==> src/rtl/dq_pkg.sv <==
// shared types, sizes and codes for the double-ended queue
`default_nettype none
package dq_pkg;

  localparam int DEPTH     = 16;
  localparam int WORD_BITS = 64;
  localparam int IDX_BITS  = (DEPTH > 1) ? $clog2(DEPTH) : 1;
  localparam int CNT_BITS  = $clog2(DEPTH + 1);

  localparam logic [2:0] OP_NONE       = 3'd0;
  localparam logic [2:0] OP_PUSH_FRONT = 3'd1;
  localparam logic [2:0] OP_PUSH_BACK  = 3'd2;
  localparam logic [2:0] OP_POP_FRONT  = 3'd3;
  localparam logic [2:0] OP_POP_BACK   = 3'd4;
  localparam logic [2:0] OP_REVERSE    = 3'd5;

  localparam logic [1:0] ERR_OK        = 2'd0;
  localparam logic [1:0] ERR_POP_EMPTY = 2'd1;
  localparam logic [1:0] ERR_PUSH_FULL = 2'd2;

  typedef struct packed {
    logic [2:0]  opcode;
    logic [63:0] push_value;
  } dq_in_t;

  typedef struct packed {
    logic [63:0] front_word;
    logic [63:0] back_word;
    logic [4:0]  entry_count;
    logic        is_empty;
    logic [1:0]  error_code;
  } dq_out_t;

  // access request from the controller to the word store
  typedef struct packed {
    logic                 wr_en;
    logic [IDX_BITS-1:0]  wr_addr;
    logic [WORD_BITS-1:0] wr_data;
    logic                 rd_en;
    logic [IDX_BITS-1:0]  rd_addr_a;
    logic [IDX_BITS-1:0]  rd_addr_b;
  } dq_mem_req_t;

  // state of the queue as seen by the result path
  typedef struct packed {
    logic                show;
    logic                reversed;
    logic [CNT_BITS-1:0] count;
    logic [1:0]          err;
  } dq_status_t;

endpackage
`default_nettype wire

==> src/rtl/double_ended_queue.sv <==
// top level of the bounded double-ended queue of words
//
// usage
//   - an item (opcode, push_value) is taken at a rising edge with start high
//     and busy low; opcodes: none, push front, push back, pop front,
//     pop back, reverse (codes 6 and 7 do nothing)
//   - each item gives exactly one result on result, marked by done for one
//     cycle: front and back words, count, empty flag and error code, all
//     describing the queue after the item
//   - after the accepting edge come the read state and then the show state,
//     in which done is high; busy stays high until done has gone by
//   - this order comes from the word store: the update is written in the
//     accept cycle, both ends are read in the next cycle, and the store's
//     read data is registered before it reaches the result
//   - a push when full reports push-full and drops the word, a pop when
//     empty reports pop-empty; neither changes the queue
//   - reverse only flips the direction flag, swapping logical front and back
//   - reset (rst, synchronous) empties the queue and clears the flag; store
//     contents are left as they are, only held entries are ever shown
//   - the receiver has no way to stall: a result is there for one cycle only
`default_nettype none
module double_ended_queue (
  input  wire logic            clk,
  input  wire logic            rst,
  input  wire logic            start,
  input  wire dq_pkg::dq_in_t  cmd,
  output logic                 busy,
  output logic                 done,
  output dq_pkg::dq_out_t      result
);
  import dq_pkg::*;

  dq_mem_req_t          mem_req;
  dq_status_t           status;
  logic [WORD_BITS-1:0] rd_data_a, rd_data_b;
  logic [WORD_BITS-1:0] front_phys, back_phys;
  logic [31:0]          count_ext;
  logic                 empty;

  // sequencer with head, count and direction registers
  dq_ctrl u_ctrl (
    .clk     (clk),
    .rst     (rst),
    .start   (start),
    .cmd     (cmd),
    .busy    (busy),
    .mem_req (mem_req),
    .status  (status)
  );

  // ring store of words
  dq_store u_store (
    .clk       (clk),
    .req       (mem_req),
    .rd_data_a (rd_data_a),
    .rd_data_b (rd_data_b)
  );

  assign empty     = (status.count == '0);
  assign count_ext = 32'(status.count);

  // an empty queue shows zero at both ends
  assign front_phys = empty ? '0 : rd_data_a;
  assign back_phys  = empty ? '0 : rd_data_b;

  assign done = status.show;

  // physical ends swap roles when reversed
  assign result.front_word  = 64'(status.reversed ? back_phys : front_phys);
  assign result.back_word   = 64'(status.reversed ? front_phys : back_phys);
  assign result.entry_count = count_ext[4:0];
  assign result.is_empty    = empty;
  assign result.error_code  = status.err;

endmodule
`default_nettype wire

==> src/rtl/dq_store.sv <==
// word store: one write port, two registered read ports
`default_nettype none
module dq_store (
  input  wire logic                         clk,
  input  wire dq_pkg::dq_mem_req_t          req,
  output logic [dq_pkg::WORD_BITS-1:0]      rd_data_a,
  output logic [dq_pkg::WORD_BITS-1:0]      rd_data_b
);
  import dq_pkg::*;

  logic [WORD_BITS-1:0] mem [DEPTH];

  always_ff @(posedge clk) begin
    if (req.wr_en) begin
      mem[req.wr_addr] <= req.wr_data;
    end
  end

  always_ff @(posedge clk) begin
    if (req.rd_en) begin
      rd_data_a <= mem[req.rd_addr_a];
      rd_data_b <= mem[req.rd_addr_b];
    end
  end

endmodule
`default_nettype wire

==> src/rtl/dq_ctrl.sv <==
// pointer, count and direction control with the item sequencer
`default_nettype none
module dq_ctrl (
  input  wire logic                clk,
  input  wire logic                rst,
  input  wire logic                start,
  input  wire dq_pkg::dq_in_t      cmd,
  output logic                     busy,
  output dq_pkg::dq_mem_req_t      mem_req,
  output dq_pkg::dq_status_t       status
);
  import dq_pkg::*;

  localparam int SUM_BITS = CNT_BITS + 1;

  localparam logic [1:0] ST_IDLE = 2'd0;
  localparam logic [1:0] ST_READ = 2'd1;
  localparam logic [1:0] ST_SHOW = 2'd2;

  logic [1:0]          state, state_next;
  logic [IDX_BITS-1:0] head, head_next;
  logic [CNT_BITS-1:0] count, count_next;
  logic                reversed, reversed_next;
  logic [1:0]          err, err_next;

  logic                accept;
  logic                full, empty;
  logic                at_front_push, at_front_pop;
  logic [IDX_BITS-1:0] head_dec, head_inc, tail_free, tail_used;
  logic [CNT_BITS-1:0] last_ofs;

  // (base + offset) mod DEPTH, offset below DEPTH + 1
  function automatic logic [IDX_BITS-1:0] ring_add(logic [IDX_BITS-1:0] base,
                                                   logic [CNT_BITS-1:0] ofs);
    logic [SUM_BITS-1:0] sum;
    sum = SUM_BITS'(base) + SUM_BITS'(ofs);
    if (sum >= SUM_BITS'(DEPTH)) begin
      sum = sum - SUM_BITS'(DEPTH);
    end
    return IDX_BITS'(sum);
  endfunction

  assign accept = start && (state == ST_IDLE);
  assign busy   = (state != ST_IDLE);
  assign full   = (count == CNT_BITS'(DEPTH));
  assign empty  = (count == '0);

  assign at_front_push = (cmd.opcode == OP_PUSH_FRONT) != reversed;
  assign at_front_pop  = (cmd.opcode == OP_POP_FRONT) != reversed;

  assign head_dec  = (head == '0) ? IDX_BITS'(DEPTH - 1) : head - IDX_BITS'(1);
  assign head_inc  = (head == IDX_BITS'(DEPTH - 1)) ? '0 : head + IDX_BITS'(1);
  assign tail_free = ring_add(head, count);
  assign last_ofs  = empty ? '0 : count - CNT_BITS'(1);
  assign tail_used = ring_add(head, last_ofs);

  always_comb begin
    head_next     = head;
    count_next    = count;
    reversed_next = reversed;
    err_next      = err;
    mem_req.wr_en   = 1'b0;
    mem_req.wr_addr = head_dec;
    mem_req.wr_data = cmd.push_value[WORD_BITS-1:0];
    // ends are read in the cycle after the update has been written
    mem_req.rd_en     = (state == ST_READ);
    mem_req.rd_addr_a = head;
    mem_req.rd_addr_b = tail_used;
    if (accept) begin
      err_next = ERR_OK;
      unique case (cmd.opcode) inside
        OP_PUSH_FRONT, OP_PUSH_BACK: begin
          if (full) begin
            err_next = ERR_PUSH_FULL;
          end else begin
            mem_req.wr_en = 1'b1;
            count_next    = count + CNT_BITS'(1);
            if (at_front_push) begin
              mem_req.wr_addr = head_dec;
              head_next       = head_dec;
            end else begin
              mem_req.wr_addr = tail_free;
            end
          end
        end
        OP_POP_FRONT, OP_POP_BACK: begin
          if (empty) begin
            err_next = ERR_POP_EMPTY;
          end else begin
            count_next = count - CNT_BITS'(1);
            if (at_front_pop) begin
              head_next = head_inc;
            end
          end
        end
        OP_REVERSE: begin
          reversed_next = !reversed;
        end
        default: begin
        end
      endcase
    end
  end

  always_comb begin
    state_next = state;
    unique case (state)
      ST_IDLE: if (start) state_next = ST_READ;
      ST_READ: state_next = ST_SHOW;
      ST_SHOW: state_next = ST_IDLE;
      default: state_next = ST_IDLE;
    endcase
  end

  always_ff @(posedge clk) begin
    if (rst) begin
      state    <= ST_IDLE;
      head     <= '0;
      count    <= '0;
      reversed <= 1'b0;
      err      <= ERR_OK;
    end else begin
      state    <= state_next;
      head     <= head_next;
      count    <= count_next;
      reversed <= reversed_next;
      err      <= err_next;
    end
  end

  assign status.show     = (state == ST_SHOW);
  assign status.reversed = reversed;
  assign status.count    = count;
  assign status.err      = err;

endmodule
`default_nettype wire

==> config.mk <==
export PLATFORM = sky130hd
export DESIGN_NAME = double_ended_queue
export DESIGN_NICKNAME = d
export VERILOG_FILES = /design/src/rtl/dq_pkg.sv /design/src/rtl/double_ended_queue.sv /design/src/rtl/dq_store.sv /design/src/rtl/dq_ctrl.sv
export SDC_FILE = /design/constraint.sdc
export NUM_CORES = 2
export LEC_CHECK = 0
export BUFFER_PORTS_ARGS = -buffer_cell sky130_fd_sc_hd__buf_2
export CORE_AREA = 3 3 435 437
export CTS_CLUSTER_DIAMETER = 120
export DETAILED_ROUTE_END_ITERATION = 10
export DIE_AREA = 0 0 438 440
export HOLD_SLACK_MARGIN = 0.08
export SLEW_MARGIN = 10
export SYNTH_ARGS = -nofsm -noshare
export SYNTH_HDL_FRONTEND = slang
export SYNTH_SLANG_ARGS = --single-unit
export TNS_END_PERCENT = 20
==> constraint.sdc <==
create_clock -name clk -period 7 [get_ports clk]
set_input_delay 1.4 -clock clk [delete_from_list [all_inputs] [get_ports clk]]
set_output_delay 1.4 -clock clk [all_outputs]
set_load 0.01 [all_outputs]
-- After elaboration in Yosys (flattened, before gate mapping)
Memories as Yosys holds them, arrays and structs flattened. A register that Yosys moved wholly into a read port is not among the register bits.
Cells that the tools add are included.
- add/subtract/negate cells: 8
- magnitude comparators: 2
- eq/ne operators: 16
- muxes and demuxes: 28
- reduce and logical (&&, ||, !) cells: 12
- operator list (kind ; count):
    two-way mux 64 bit ; 4
    two-way mux 4 bit ; 9
    two-way mux 5 bit ; 6
    adder 4 x 5 -> 6 bit ; 2
    greater-or-equal comparator 6 x 5 -> 1 bit (second input constant) ; 2
    subtractor 4 x 1 -> 4 bit (second input constant) ; 3
    case mux 5 bit (2 select lines) ; 1
    case mux 2 bit (2 select lines) ; 2
    case mux 4 bit (2 select lines) ; 1
    equality test 3 x 2 -> 1 bit (second input constant) ; 2
    equality test 3 bit (second input constant) ; 2
    inequality test 2 bit (second input constant) ; 3
    AND reduction 6 bit ; 1
    adder 5 x 1 -> 5 bit (second input constant) ; 1
    equality test 5 bit (second input constant) ; 1
    logical NOT 5 bit ; 1
    subtractor 5 x 1 -> 5 bit (second input constant) ; 1
    adder 4 x 1 -> 4 bit (second input constant) ; 1
    equality test 4 bit (second input constant) ; 1
    logical NOT 4 bit ; 1
    two-way mux 2 bit ; 2
    inequality test 2 x 1 -> 1 bit (second input constant) ; 2
    AND reduction 4 bit ; 1
    nonzero test 2 bit ; 2
    10 further kinds ; 14
- bits in registers: 14
- memory bits (writable): 1024
- output and inout bits: 138
- memories: 1
- memories (memory ; depth ; bits a word ; rd ports ; clocked after Yosys merged registers in ; write ports ; line ; text):
    u_store.mem ; 16 ; 64 ; 2 ; 2 ; 1 ; dq_store.sv:11 ; logic [WORD_BITS-1:0] mem [DEPTH];

-- Longest topological paths before layout
- depth in word-level cells: 9
- mapped depth: 14
- gate-level depth less buffers: 11

-- Hierarchy
From an unflattened synthesis, not the netlist that was laid out.
- cell total of the unflattened synthesis: 2759
- area total of the unflattened synthesis: 53545.1 sq um
- by module, submodules not included (module ; times used ; cells each ; area an instance (sq um) ; seq. area each (sq um)):
    dq_store ; 1 ; 2247 ; 49567.5 ; 34593.2
    double_ended_queue ; 1 ; 302 ; 2253.4 ; 0.0
    dq_ctrl ; 1 ; 210 ; 1724.2 ; 280.3

-- Least setup slack after synthesis
Ideal clock, no wire load.
- kind: register to register
- from: register u_ctrl.state[0]
- to: register u_store.rd_data_a[0] (netlist bit) (read register of u_store.mem) (enable)
- library setup time: 0.632 ns
- data arrival time: 6.008 ns
- data required time: 6.368 ns
- path slack: 0.360 ns
- stages on the path, launching flop included: 2
- clock period less this slack: 6.640 ns
- cells stage by stage: dfxtp_1 > nor2b_1
- word-level cells in the longest chain between the ends: 1
- RTL lines (element ; line ; text):
    start, declared ; dq_ctrl.sv:20 ; logic [1:0] state, state_next;
    start signal, assigned ; dq_ctrl.sv:123 ; state <= state_next;
    equality test 2 x 1 -> 1 bit ; dq_ctrl.sv:66 ; mem_req.rd_en = (state == ST_READ);
    end, declared ; dq_store.sv:6 ; output logic [dq_pkg::WORD_BITS-1:0] rd_data_a,
Every way passes these cells.
A chain may end at the register's enable or synchronous reset.

==> out/results.tsv <==
stage	metric	value	unit
grt	GR peak layer	met2	
floorplanning	core area	185000	sq um
route	Vias/cell	5.58	
sta	Tightest Pin Transition	1.13	ns
clock_tree	clock transition time at the flip-flop clock pins of the worst setup and hold paths	0.07	ns
yosys	top cells by area, synth	edfxtp_1 62%, mux4_2 23%, o221ai_1 3.0%	
clock_tree	clk sink count	1166	
yosys	Yosys warnings	0	
grt	vias in the first global route	31400	
sta	RSZ-0062 raised after global routing	no	
placed_design	gpl congestion	0.758	
finish	fill count	17400	
placed_design	DP HPWL	87.6	mm
worst_setup_path	Critical Path Fanout Max	65	
power_and_ir_drop	Leak	18.5	nW
placed_design	I/O Buffers	207	
worst_setup_path	CP Cell Sequence	inv_1, ha_1, nor4b_4, buf_4, nor2_1, buf_2	
yosys	Mapped Area	55500	sq um
yosys	Cells after Synth	2757	
route	DRC Markers	0	
clock_tree	CTS Root Buffer Type	clkbuf_16	
grt	first-pass GRT wire length	227	mm
grt	Tot GR Track Use	0.159	
outcome	status	completed	
worst_setup_path	crit path kind	reg -> out	
power_and_ir_drop	peak supply drop	0.000261	V
clock_tree	Hold Buf Count CTS	0	
worst_hold_path	hold crit path type	reg -> reg	
yosys	Syn Area/Cell	20.1	sq um
sta	final setup fails	0	
floorplanning	Die Height	440	microns
yosys	Yosys top cell by area	edfxtp_1	
power_and_ir_drop	Pwr Density	279	nW/um^2
yosys	Yosys cell types	58	
floorplanning	DIE WIDTH	438	microns
clock_tree	Inserted Clock Buffers	120	
clock_tree	Worst-Skew Late Latency	0.73	ns
run	total of max-cap violations	0	
finish	Final nets	2976	
yosys	net count after synthesis	2840	
grt	GRT overflow	0	
yosys	EDFF count, synth	1152	
route	DRT iter0 DRCs	3116	
worst_setup_path	CP delay by family, top	buffers and inverters	
sta	Tcrit/Tclk final	0.725	
clock_tree	maximum buffer depth of the clock tree	3	
grt	M2 GR Usage	0.263	
sta	Worst Skew	0.0243	ns
yosys	asr flop ratio synth	0	
floorplanning	Core Rows	158	
clock_tree	CTS HTree Levels	3	
worst_setup_path	Critical Path RT	5.60	ns
yosys	ys flop type	edfxtp_1	
worst_setup_path	Crit-path slowest cell	buf_4	
sta	f_max	197	MHz
worst_setup_path	CP peak stage delay	0.78	ns
sta	max_slew headroom	0.247	
route	final WL	155	mm
sta	Final TNS setup	0	ns
worst_setup_path	worst path arrival time	3.67	ns
worst_setup_path	Critical Path Start Type	register	
sta	final hold vios	0	
finish	area grow syn2layout	14.1	%
finish	most frequent cells in the layout	1152 x edfxtp_1, 576 x mux4_2, 207 x buf_2	
clock_tree	CTS tree	built	
finish	utilization after layout	0.342	
floorplanning	IO Pins	208	
grt	met3 Use GR	0.0220	
route	drt pass-1 iters	5	
yosys	post-synthesis sequential area ratio	0.628	
worst_setup_path	Worst Setup End Kind	output port	
finish	commonest non-fill, non-tap cell in the layout	edfxtp_1	
sta	fin. max-slew vios	0	
grt	initial antenna violation count	28	
grt	met1 usage	0.220	
clock_tree	post-CTS resize count	0	
yosys	Synth top area share	0.623	
route	post-DR wirelength/cell	28.4	microns
worst_setup_path	Worst Path Buf+Inv	3	
finish	share of cells above drive strength 1	0.397	
grt	largest net degree at the start of global routing	137	
clock_tree	Setup Buffers After CTS	0	
route	DR vias	30600	
route	antenna viol nets, final	0	
yosys	Seq cells post-synth	1166	
floorplanning	die area	193000	sq um
sta	Tmin final	5.07	ns
floorplanning	Initial Utilization	0.300	
==> worst paths after layout <==
path                                                    from  slack (ns)  depth (start not counted)                               to
worst max-delay path            u_ctrl.count[0]$_SDFFE_PP0P_        1.93                          6                       result[54]
worst min-delay path              u_ctrl.err[1]$_SDFFE_PP0P_        0.46                          2       u_ctrl.err[1]$_SDFFE_PP0P_
worst max register to register  u_ctrl.count[0]$_SDFFE_PP0P_        2.01                         10  u_store.rd_data_b[62]$_DFFE_PN_
worst min register to register    u_ctrl.err[1]$_SDFFE_PP0P_        0.46                          2       u_ctrl.err[1]$_SDFFE_PP0P_
==> power by group <==
group          internal (mW)  switching (mW)  leakage, nW  total (mW)
clock                   3.77            2.75         1.93        6.52
sequential              7.85          0.0897         10.5        7.94
combinational           1.38            1.85         6.06        3.23
total                   13.0            4.69         18.5        17.7
==> worst register-to-register path, delay by kind of cell (launching register included) <==
family                   cells  cell delay (ns)
AO/OA/AOI/OAI                2             0.36
adder cells (fa/ha/maj)      3             1.75
buffers and inverters        2             0.83
flip-flops                   1             0.39
multiplexers                 1             0.47
AND/OR/NAND/NOR              2             0.92
==> synth_stat cells, types with 12 or more instances <==
cell      number
buf_1         12
a22oi_2       60
edfxtp_1    1152
buf_2         84
o221ai_2      64
a21oi_1       18
mux4_2       576
nor2_1       164
mux2i_1      132
o221ai_1     192
clkbuf_1     134
dfxtp_1       14
==> metrics by stage <==
step | std cells | setup slack (ns) | power (mW) | cell area [sq um] | hold WS (ns)
4_1_cts | 5472 | 1.74 | 17.9 | 63400 | 0.458
3_5_place_dp | 5251 | 1.96 | 11.3 | 59400 | 0.449
5_1_grt | 5474 | 1.70 | 18.3 | 63400 | 0.481
3_3_place_gp | 5251 | 2.03 | 11.3 | 59400 | 0.440
6_report | 5480 | 1.93 | 17.7 | 63400 | 0.456
2_1_floorplan | 2757 | 0.360 | 10.4 | 55500 | 0.476
==> registers in the layout, indices dropped and copies added, names as in the netlist <==
register           cells
u_store.mem         1024
u_store.rd_data_a     64
u_store.rd_data_b     64
u_ctrl.count           5
u_ctrl.head            4
u_ctrl.err             2
u_ctrl.state           2
u_ctrl.reversed        1
==> routing by layer <==
layer,vias up,part of all wire,wire length (microns)
li1,12500,-,-
met3,235,0.065,10100
met5,-,0.00050,77
met1,16600,0.42,65800
met2,1182,0.49,76000
met4,12,0.023,3510
==> layout make-up <==
cell class | count | area, sq um | area share
Multi-Input combinational cell | 1324 | 19600 | 0.308
Inverter | 9 | 33.8 | 0.000533
Clock inverter | 81 | 862 | 0.0136
Tap cell | 2480 | 3100 | 0.0489
Timing Repair Buffer | 272 | 1810 | 0.0286
Antenna cell | 8 | 20.0 | 0.000316
Clock buffer | 140 | 3120 | 0.0492
Sequential cell | 1166 | 34900 | 0.550
==> kinds of logic after synthesis <==
logic type               count (synthesis)  synth area share
AND/OR/NAND/NOR                        216            0.0173
buffers and inverters                  267            0.0239
adder cells (fa/ha/maj)                 13           0.00320
flip-flops                            1166             0.628
AO/OA/AOI/OAI                          369            0.0673
multiplexers                           712             0.258
XOR/XNOR                                14           0.00234
Note: power is estimated with default switching activity, not from simulation.
